===== src/rtl/core/rba_pkg.sv =====
// ----------------------------------------------------------------------------
// rba_pkg: shared constants, types and helpers for the room booking allocator
// Sizes of the room store, time and count widths, store port structs and the
// output formatting functions.
// ----------------------------------------------------------------------------
`default_nettype none

package rba_pkg;

   // Built room count and internal time width
   localparam int MAX_ROOMS     = 16;
   localparam int TIME_BITS     = 48;

   // Derived widths
   localparam int ROOM_BITS     = (MAX_ROOMS > 1) ? $clog2(MAX_ROOMS) : 1;
   localparam int ACT_BITS      = $clog2(MAX_ROOMS + 1);
   localparam int COUNT_BITS    = 16;
   localparam int OUT_TIME_BITS = 48;
   localparam int OUT_ROOM_BITS = 4;
   localparam int CFG_BITS      = 5;
   localparam int REQ_DATA_BITS = 72;
   localparam int RSP_DATA_BITS = 112;

   localparam logic [CFG_BITS-1:0]      ROOM_COUNT_RESET = CFG_BITS'(16);
   localparam logic [COUNT_BITS-1:0]    COUNT_MAX        = '1;
   localparam logic [OUT_TIME_BITS-1:0] OUT_TIME_MAX     = '1;

   // One room entry of the store
   typedef struct packed {
      logic [TIME_BITS-1:0]  free_at;
      logic [COUNT_BITS-1:0] count;
   } entry_type;

   // Control from the sequencer to the store
   typedef struct packed {
      logic                 clear;
      logic                 rd_en;
      logic [ROOM_BITS-1:0] rd_addr;
      logic                 wr_en;
      logic [ROOM_BITS-1:0] wr_addr;
      entry_type            wr_data;
   } store_req_type;

   // Sequencer states
   typedef enum logic [2:0] {
      ST_IDLE   = 3'b001,
      ST_SCAN   = 3'b010,
      ST_UPDATE = 3'b100
   } state_type;

   // Clip an internal time to the 48-bit output field
   function automatic logic [OUT_TIME_BITS-1:0] out_time(input logic [TIME_BITS-1:0] t);
      logic [63:0] w;
      w = 64'(t);
      if (w > 64'(OUT_TIME_MAX)) begin
         return OUT_TIME_MAX;
      end
      return w[OUT_TIME_BITS-1:0];
   endfunction

   // Low bits of a room index for the output fields
   function automatic logic [OUT_ROOM_BITS-1:0] room_out(input logic [ROOM_BITS-1:0] idx);
      logic [63:0] w;
      w = 64'(idx);
      return w[OUT_ROOM_BITS-1:0];
   endfunction

endpackage

`default_nettype wire


===== src/rtl/core/rba_store.sv =====
// ----------------------------------------------------------------------------
// rba_store: room state memory
// One entry per room holding free-at time and booking count. Synchronous
// registered read; per-entry valid bits make a cleared or never written
// entry read as zero.
// ----------------------------------------------------------------------------
`default_nettype none

module rba_store (
   input  wire                         clock,
   input  wire                         reset,
   input  wire rba_pkg::store_req_type req,
   output rba_pkg::entry_type          rd_entry
);

   rba_pkg::entry_type                 mem_ff [rba_pkg::MAX_ROOMS];
   rba_pkg::entry_type                 rd_data_ff;
   logic                               rd_valid_ff;
   logic [rba_pkg::MAX_ROOMS-1:0]      valid_ff;
   logic [rba_pkg::MAX_ROOMS-1:0]      valid_in;

   // Memory write and registered read
   always_ff @(posedge clock) begin
      if (req.wr_en) begin
         mem_ff[req.wr_addr] <= req.wr_data;
      end
      if (req.rd_en) begin
         rd_data_ff  <= mem_ff[req.rd_addr];
         rd_valid_ff <= valid_ff[req.rd_addr];
      end
   end

   // Valid bits: clear drops all, a write sets its entry
   always_comb begin
      valid_in = valid_ff;
      if (req.clear) begin
         valid_in = '0;
      end
      if (req.wr_en) begin
         valid_in[req.wr_addr] = 1'b1;
      end
   end

   always_ff @(posedge clock) begin
      if (reset) begin
         valid_ff <= '0;
      end else begin
         valid_ff <= valid_in;
      end
   end

   assign rd_entry = rd_valid_ff ? rd_data_ff : '0;

endmodule

`default_nettype wire


===== src/rtl/core/room_booking_allocator.sv =====
// ----------------------------------------------------------------------------
// room_booking_allocator: assigns jobs to rooms (meeting rooms III scheme)
// Each job goes to the lowest free room, or else to the room that frees
// first and is pushed back; reports the running most-booked room.
//
//   channel  dir  handshake            payload
//   req_     in   tvalid/tready        start_time, end_time, clear_first
//   rsp_     out  tvalid/tready        room, actual_start, actual_finish,
//                                      delayed, most_booked_room
//   csr_     in   wr_en                room_count
//
// The store is read one room per cycle through its single read port, then
// the chosen room is written back. Reset is synchronous; it clears the store
// through valid bits at once. The next job is taken while a result waits on
// rsp_; a job only stalls in its write-back cycle while the previous result
// is still held.
// ----------------------------------------------------------------------------
`default_nettype none

module room_booking_allocator (
   input  wire                                clock,
   input  wire                                reset,
   // tdata: start_time[31:0], end_time[63:32], clear_first[64], zero pad
   input  wire                                req_tvalid,
   output logic                               req_tready,
   input  wire  [rba_pkg::REQ_DATA_BITS-1:0]  req_tdata,
   // tdata: room[3:0], actual_start[51:4], actual_finish[99:52],
   //        delayed[100], most_booked_room[104:101], zero pad
   output logic                               rsp_tvalid,
   input  wire                                rsp_tready,
   output logic [rba_pkg::RSP_DATA_BITS-1:0]  rsp_tdata,
   input  wire                                csr_wr_en,
   input  wire  [rba_pkg::CFG_BITS-1:0]       csr_wr_data
);

   localparam int TB = rba_pkg::TIME_BITS;
   localparam int RB = rba_pkg::ROOM_BITS;
   localparam int AB = rba_pkg::ACT_BITS;
   localparam int CB = rba_pkg::COUNT_BITS;

   // Request fields
   logic [31:0] req_start;
   logic [31:0] req_end;
   logic        req_clear;

   assign req_start = req_tdata[31:0];
   assign req_end   = req_tdata[63:32];
   assign req_clear = req_tdata[64];

   rba_pkg::state_type          state_ff, state_in;
   logic [rba_pkg::CFG_BITS-1:0] room_count_ff;
   logic [AB-1:0]               active_ff, active_in;
   logic [TB-1:0]               start_ff, start_in;
   logic [31:0]                 dur_ff, dur_in;
   logic [AB-1:0]               issue_ff, issue_in;
   logic                        rdv_ff, rdv_in;
   logic [RB-1:0]               rd_idx_ff, rd_idx_in;
   logic                        found_ff, found_in;
   logic [RB-1:0]               f_idx_ff, f_idx_in;
   logic [CB-1:0]               f_cnt_ff, f_cnt_in;
   logic [RB-1:0]               m_idx_ff, m_idx_in;
   logic [TB-1:0]               m_free_ff, m_free_in;
   logic [CB-1:0]               m_cnt_ff, m_cnt_in;
   logic [RB-1:0]               best_room_ff, best_room_in;
   logic [CB-1:0]               best_cnt_ff, best_cnt_in;
   logic                        rsp_valid_ff, rsp_valid_in;
   logic [rba_pkg::RSP_DATA_BITS-1:0] rsp_data_ff, rsp_data_in;

   rba_pkg::store_req_type      st_req;
   rba_pkg::entry_type          rd_entry;

   // Update-cycle datapath
   logic [RB-1:0] pick;
   logic [TB-1:0] begin_t;
   logic [CB-1:0] pick_cnt;
   logic [CB-1:0] new_cnt;
   logic [TB:0]   sum;
   logic [TB-1:0] finish;
   logic          best_take;
   logic          upd_go;
   logic [7:0]    rc_wide;
   logic [AB-1:0] active_clamp;

   rba_store u_store (
      .clock    (clock),
      .reset    (reset),
      .req      (st_req),
      .rd_entry (rd_entry)
   );

   // Active room count from the register: zero means one, clipped to the build
   always_comb begin
      rc_wide = 8'(room_count_ff);
      if (rc_wide == 8'd0) begin
         active_clamp = AB'(1);
      end else if (rc_wide > 8'(rba_pkg::MAX_ROOMS)) begin
         active_clamp = AB'(rba_pkg::MAX_ROOMS);
      end else begin
         active_clamp = AB'(rc_wide);
      end
   end

   // Choice of room and new values for the write-back
   always_comb begin
      pick     = found_ff ? f_idx_ff : m_idx_ff;
      begin_t  = found_ff ? start_ff : m_free_ff;
      pick_cnt = found_ff ? f_cnt_ff : m_cnt_ff;
      sum      = {1'b0, begin_t} + (TB+1)'(dur_ff);
      finish   = sum[TB] ? '1 : sum[TB-1:0];
      new_cnt  = (pick_cnt == rba_pkg::COUNT_MAX) ? pick_cnt : pick_cnt + 1'b1;
      best_take = (new_cnt > best_cnt_ff) ||
                  ((new_cnt == best_cnt_ff) && (pick < best_room_ff));
   end

   assign req_tready = (state_ff == rba_pkg::ST_IDLE);
   assign upd_go     = (state_ff == rba_pkg::ST_UPDATE) && (!rsp_valid_ff || rsp_tready);

   // Sequencer
   always_comb begin
      state_in     = state_ff;
      active_in    = active_ff;
      start_in     = start_ff;
      dur_in       = dur_ff;
      issue_in     = issue_ff;
      rdv_in       = 1'b0;
      rd_idx_in    = rd_idx_ff;
      found_in     = found_ff;
      f_idx_in     = f_idx_ff;
      f_cnt_in     = f_cnt_ff;
      m_idx_in     = m_idx_ff;
      m_free_in    = m_free_ff;
      m_cnt_in     = m_cnt_ff;
      best_room_in = best_room_ff;
      best_cnt_in  = best_cnt_ff;
      rsp_valid_in = rsp_valid_ff && !rsp_tready;
      rsp_data_in  = rsp_data_ff;
      st_req       = '0;

      case (state_ff)
         rba_pkg::ST_IDLE: begin
            if (req_tvalid) begin
               start_in  = TB'(req_start);
               dur_in    = (req_end > req_start) ? req_end - req_start : 32'd0;
               active_in = active_clamp;
               issue_in  = '0;
               found_in  = 1'b0;
               st_req.clear = req_clear;
               if (req_clear) begin
                  best_room_in = '0;
                  best_cnt_in  = '0;
               end
               state_in = rba_pkg::ST_SCAN;
            end
         end
         rba_pkg::ST_SCAN: begin
            // issue one read per cycle
            if (issue_ff < active_ff) begin
               st_req.rd_en   = 1'b1;
               st_req.rd_addr = issue_ff[RB-1:0];
               rd_idx_in      = issue_ff[RB-1:0];
               rdv_in         = 1'b1;
               issue_in       = issue_ff + 1'b1;
            end
            // evaluate the entry read last cycle
            if (rdv_ff) begin
               if (!found_ff && (rd_entry.free_at <= start_ff)) begin
                  found_in = 1'b1;
                  f_idx_in = rd_idx_ff;
                  f_cnt_in = rd_entry.count;
               end
               if ((rd_idx_ff == '0) || (rd_entry.free_at < m_free_ff)) begin
                  m_idx_in  = rd_idx_ff;
                  m_free_in = rd_entry.free_at;
                  m_cnt_in  = rd_entry.count;
               end
            end else if (issue_ff == active_ff) begin
               state_in = rba_pkg::ST_UPDATE;
            end
         end
         rba_pkg::ST_UPDATE: begin
            if (upd_go) begin
               st_req.wr_en           = 1'b1;
               st_req.wr_addr         = pick;
               st_req.wr_data.free_at = finish;
               st_req.wr_data.count   = new_cnt;
               if (best_take) begin
                  best_room_in = pick;
                  best_cnt_in  = new_cnt;
               end
               rsp_valid_in = 1'b1;
               rsp_data_in  = rba_pkg::RSP_DATA_BITS'({
                  rba_pkg::room_out(best_take ? pick : best_room_ff),
                  !found_ff,
                  rba_pkg::out_time(finish),
                  rba_pkg::out_time(begin_t),
                  rba_pkg::room_out(pick)});
               state_in = rba_pkg::ST_IDLE;
            end
         end
         default: begin
            state_in = rba_pkg::ST_IDLE;
         end
      endcase
   end

   // Control registers
   always_ff @(posedge clock) begin
      if (reset) begin
         state_ff      <= rba_pkg::ST_IDLE;
         rdv_ff        <= 1'b0;
         rsp_valid_ff  <= 1'b0;
         best_room_ff  <= '0;
         best_cnt_ff   <= '0;
         room_count_ff <= rba_pkg::ROOM_COUNT_RESET;
      end else begin
         state_ff     <= state_in;
         rdv_ff       <= rdv_in;
         rsp_valid_ff <= rsp_valid_in;
         best_room_ff <= best_room_in;
         best_cnt_ff  <= best_cnt_in;
         if (csr_wr_en) begin
            room_count_ff <= csr_wr_data;
         end
      end
   end

   // Payload registers
   always_ff @(posedge clock) begin
      active_ff   <= active_in;
      start_ff    <= start_in;
      dur_ff      <= dur_in;
      issue_ff    <= issue_in;
      rd_idx_ff   <= rd_idx_in;
      found_ff    <= found_in;
      f_idx_ff    <= f_idx_in;
      f_cnt_ff    <= f_cnt_in;
      m_idx_ff    <= m_idx_in;
      m_free_ff   <= m_free_in;
      m_cnt_ff    <= m_cnt_in;
      rsp_data_ff <= rsp_data_in;
   end

   assign rsp_tvalid = rsp_valid_ff;
   assign rsp_tdata  = rsp_data_ff;

endmodule

`default_nettype wire


===== config.mk =====
export PLATFORM = sky130hd
export DESIGN_NAME = room_booking_allocator
export DESIGN_NICKNAME = d
export VERILOG_FILES = /design/src/rtl/core/rba_pkg.sv /design/src/rtl/core/rba_store.sv /design/src/rtl/core/room_booking_allocator.sv
export SDC_FILE = /design/constraint.sdc
export NUM_CORES = 2
export LEC_CHECK = 0
export BUFFER_PORTS_ARGS = -buffer_cell sky130_fd_sc_hd__buf_4
export CELL_PAD_IN_SITES_DETAIL_PLACEMENT = 1
export CELL_PAD_IN_SITES_GLOBAL_PLACEMENT = 1
export CORE_UTILIZATION = 53
export DETAILED_ROUTE_END_ITERATION = 6
export PLACE_DENSITY = 0.9
export SETUP_SLACK_MARGIN = 0.05
export SYNTH_ARGS = -nofsm -noshare
export SYNTH_HDL_FRONTEND = slang
export SYNTH_SLANG_ARGS = --single-unit

===== constraint.sdc =====
create_clock -name clock -period 8.6 [get_ports clock]
set_input_delay 1.29 -clock clock [delete_from_list [all_inputs] [get_ports clock]]
set_output_delay 1.29 -clock clock [all_outputs]
set_load 0.01 [all_outputs]

==> Implementation_results.wiki <==
{| class="wikitable"
! Metric !! Value
|-
| Setup fix buffers added after clock tree synthesis || 0
|-
| Count of flip-flops with a built-in enable after synthesis || 1,361
|-
| Final setup violation count || 0
|-
| Initial Utilization || 53.8%
|-
| Setup_tns || 0 ns
|-
| Final wirelength || 208,000 um
|-
| Die outline width || between 300 and 400 um
|-
| Placer congestion estimate || 0.896
|-
| Netlist area before placement || 60,900 um2
|-
| Ordered list of cells on the worst path || buf_4, a21o_1, ha_1, a21boi_0, nand3_1, nor3_2, nand2_1, and2_1, a21bo_2, xor2_1, ha_1, nand4_1, or4_1, o22ai_1, buf_4, a21o_1, and2_1, a22o_1
|-
| Crit Path Category || reg2reg
|-
| First-pass GRT wire length || 300,000 um
|-
| Number of buffers inserted by hold repair at cts || 0
|-
| WL per Instance || 36.3 um
|-
| Unrepaired setup endpoints after global routing || no
|-
| Detailed placement HPWL || roughly 110,000 um
|-
| Most frequent cells in the layout || edfxtp_1 (1,361), a21oi_1 (277), buf_4 (231), mux2i_1 (217), nand2_1 (201)
|-
| Tmin final || 7.38 ns
|-
| Buffer depth of the longest clock path || 3
|-
| Netlist cell types || about 80
|-
| Result of the run || finished, violations left
|-
| Number of clock sinks seen by CTS || between 1k and 1.5k
|-
| Yosys warning count || 0
|-
| Design Area, Final || 68,400 um2
|-
| Clk_lat worst skew || between 0.7 and 0.8 ns
|-
| Input/output buffers || ~180
|-
| Max-cap violations || 2
|-
| Site Rows || 123
|-
| Number of H-tree levels || 4
|-
| Leading register cell type out of synthesis || edfxtp_1
|-
| Quantity of gates resized following cts || 0
|-
| Clock tree from TritonCTS || yes
|-
| Count of endpoints failing hold in the final timing report || 0
|-
| Synth Register Bits || about 1.4k
|-
| Cell count after synthesis || approximately 3.9k
|-
| Overall power after layout || 14.9 mW
|-
| GRT Overall Usage || 35.6%
|-
| Async S/R FF share, synth || 0%
|-
| Final ANT Viol Nets || 0
|-
| Static power due to leakage || 23.8 nW
|-
| Sequential share of the synthesized area || 68.6%
|-
| Antenna violations before repair || 11
|-
| Worst path max stage delay || 1.10 ns
|-
| Detailed Routing Iterations Pass 1 || 7
|-
| Peak Freq || roughly 140 MHz
|-
| Die footprint || 116,000 um2
|-
| Signed area change from the synthesized netlist to the final layout || 12.2%
|-
| Total via count after detailed routing || 40.8k
|-
| Violations in the final reports || design-rule violations, max-capacitance violations, max-slew violations
|-
| Root Buffer Master || clkbuf_16
|-
| Worst max-slew margin expressed relative to the limit || -0.852%
|-
| Number of buffers inserted during clock tree synthesis || 139
|-
| GRT overflow || 0
|-
| Final hold slack || 0.500 ns
|-
| Req. time, crit path || roughly 9.3 ns
|-
| Worst path arrival time || 8.09 ns
|-
| Mean instance size in the synthesized netlist || 15.5 um2
|-
| Class of the tightest hold or removal check || reg2reg
|-
| Boundary Pins || ~200
|-
| Cell Area, Placed || 64,000 um2
|-
| Kind of end point of the critical path || register
|-
| Die height || 341 um
|-
| DRC violations left || 4
|-
| Biggest fanout along the worst timing path || 26
|-
| Most frequent standard cell in the layout excluding fill and tap cells || edfxtp_1
|-
| Starting DRC count in detailed routing || 5,967
|-
| Pin count of the biggest net entering global routing || 205
|-
| Slowest cell on the critical path || edfxtp_1
|-
| Detail-routed via count per cell || 7.11
|-
| Core footprint || 113,000 um2
|-
| Clock slew seen by the registers of the worst setup and hold paths || roughly 0.060 ns
|-
| Worst clock skew || roughly 0.038 ns
|-
| Startpoint class of the critical path || register
|-
| Via count of the first global-routing pass || 42.7k
|-
| Final-stage net count || 4,376
|-
| Fraction of layout cells with a size suffix above 1 || 17.9%
|-
| Worst vdd ir || 0.156 mV
|-
| Ratio of total power to cell area || 219 nW/um2
|-
| Max-slew violation count || 17
|-
| Number of fill cells || 10.2k
|-
| Fraction of the cycle the final worst path needs || 85.8%
|-
| Slew @ Worst Pin || approximately 1.5 ns
|}
[synth_stat cells, drive strengths merged, types with 4 or more instances]
| cell type | n | share of area, % |
|---|---|---|
| edfxtp | 1361 | 67 |
| a21oi | 282 | 2.3 |
| mux2i | 217 | 3.6 |
| nand2 | 205 | 1.3 |
| inv | 176 | 1.1 |
| ha | 171 | 3.5 |
| nor2 | 151 | 0.93 |
| clkbuf | 134 | 0.83 |
| mux2 | 134 | 2.5 |
| mux4 | 131 | 4.8 |
| and2 | 110 | 1.1 |
| nand3 | 104 | 0.85 |
| o21ai | 80 | 0.66 |
| buf | 72 | 0.65 |
| o211ai | 71 | 0.88 |
| o2111ai | 67 | 0.96 |
| a21o | 55 | 0.68 |
| dfxtp | 46 | 1.5 |
| xnor2 | 44 | 0.63 |
| nand4 | 33 | 0.34 |
| xor2 | 28 | 0.40 |
| nor2b | 26 | 0.27 |
| nor3 | 25 | 0.22 |
| nand2b | 24 | 0.25 |
| or2 | 18 | 0.18 |
| a22o | 15 | 0.22 |
| nor4 | 13 | 0.14 |
| and3 | 12 | 0.12 |
| o21a | 12 | 0.15 |
| nand3b | 9 | 0.11 |
| a211oi | 8 | 0.11 |
| a31oi | 8 | 0.082 |
| o21bai | 8 | 0.099 |
| or3 | 8 | 0.082 |
| o31ai | 7 | 0.12 |
| a2111oi | 6 | 0.15 |
| a32oi | 5 | 0.072 |
| and4 | 5 | 0.072 |
| o22ai | 5 | 0.051 |
| a21boi | 4 | 0.049 |
| o311ai | 4 | 0.058 |
| or4 | 4 | 0.049 |
[report_power, final]
part	switching, mW	internal, mW
registers	0.0486	7.51
logic	0.886	0.390
clock network	2.78	3.34
[cells by family after synthesis]
logic type | count (synthesis) | share of synthesized area, %
other | 1 | 0.00616
buffers and inverters | 382 | 2.56
AOI/OAI and AO/OA | 670 | 7.20
and+or+nand+nor | 754 | 6.11
muxes | 482 | 10.9
adders and majority gates | 173 | 3.58
DFF | 1407 | 68.6
xor gates and xnor gates | 72 | 1.04
[per-layer routing]
metal	global-route usage [%]	part of all wire, %	up-vias
li1	-	-	15600
met1	43.1	34	20300
met2	58.7	48	3838
met3	8.21	12	1000
met4	20.6	6.4	4
met5	0	0.0086	-
[worst max-delay path: cells and delay by family, from the launching register on]
kind / cells / cell delay, ns
AOI/OAI and AO/OA: 6 / 1.61
xor gates and xnor gates: 1 / 0.30
and+or+nand+nor: 7 / 2.95
buffers and inverters: 2 / 0.75
adders and majority gates: 2 / 0.57
DFF: 1 / 1.10
[registers in the layout (all words and copies together) (netlist names)]
name,count
active_ff,5
best_cnt_ff,16
best_room_ff,4
dur_ff,32
f_cnt_ff,16
f_idx_ff,4
found_ff,1
issue_ff,5
m_cnt_ff,16
m_free_ff,48
m_idx_ff,4
rd_idx_ff,4
rdv_ff,1
room_count_ff,5
rsp_tdata,105
rsp_tvalid,1
start_ff,32
state_ff,3
u_store.mem_ff,1024
u_store.rd_data_ff,64
u_store.rd_valid_ff,1
u_store.valid_ff,16
[path summary, 6_finish.rpt]
kind	start	to	slack, ns	depth (start not counted)
max	found_ff	best_cnt_ff[3]	1.22	18
min	best_cnt_ff[15]	best_cnt_ff[15]	0.50	1
max reg2reg	found_ff	best_cnt_ff[3]	1.22	18
min reg2reg	best_cnt_ff[15]	best_cnt_ff[15]	0.50	1
[metrics by stage]
step           instances  setup slack [ns]  utilization, %
5_1_grt             5727              1.18            60.3
2_1_floorplan       3947             0.814               -
4_1_cts             5726              1.77            60.3
6_report            5733              1.22            60.3
3_5_place_dp        5480              2.39            56.5
3_3_place_gp        5480              2.57            56.5
[layout make-up]
type	instances	area, um2	share of cell area [%]
clock buffer	181	3800	5.56
inverter	176	666	0.974
antenna	7	17.5	0.0256
timing repair buffer	239	1890	2.77
tap	1500	1880	2.75
multi-input combinational	2158	17800	26.0
sequential	1407	41800	61.1
clock inverter	65	543	0.794
Note: power is estimated with default switching activity, not from simulation.
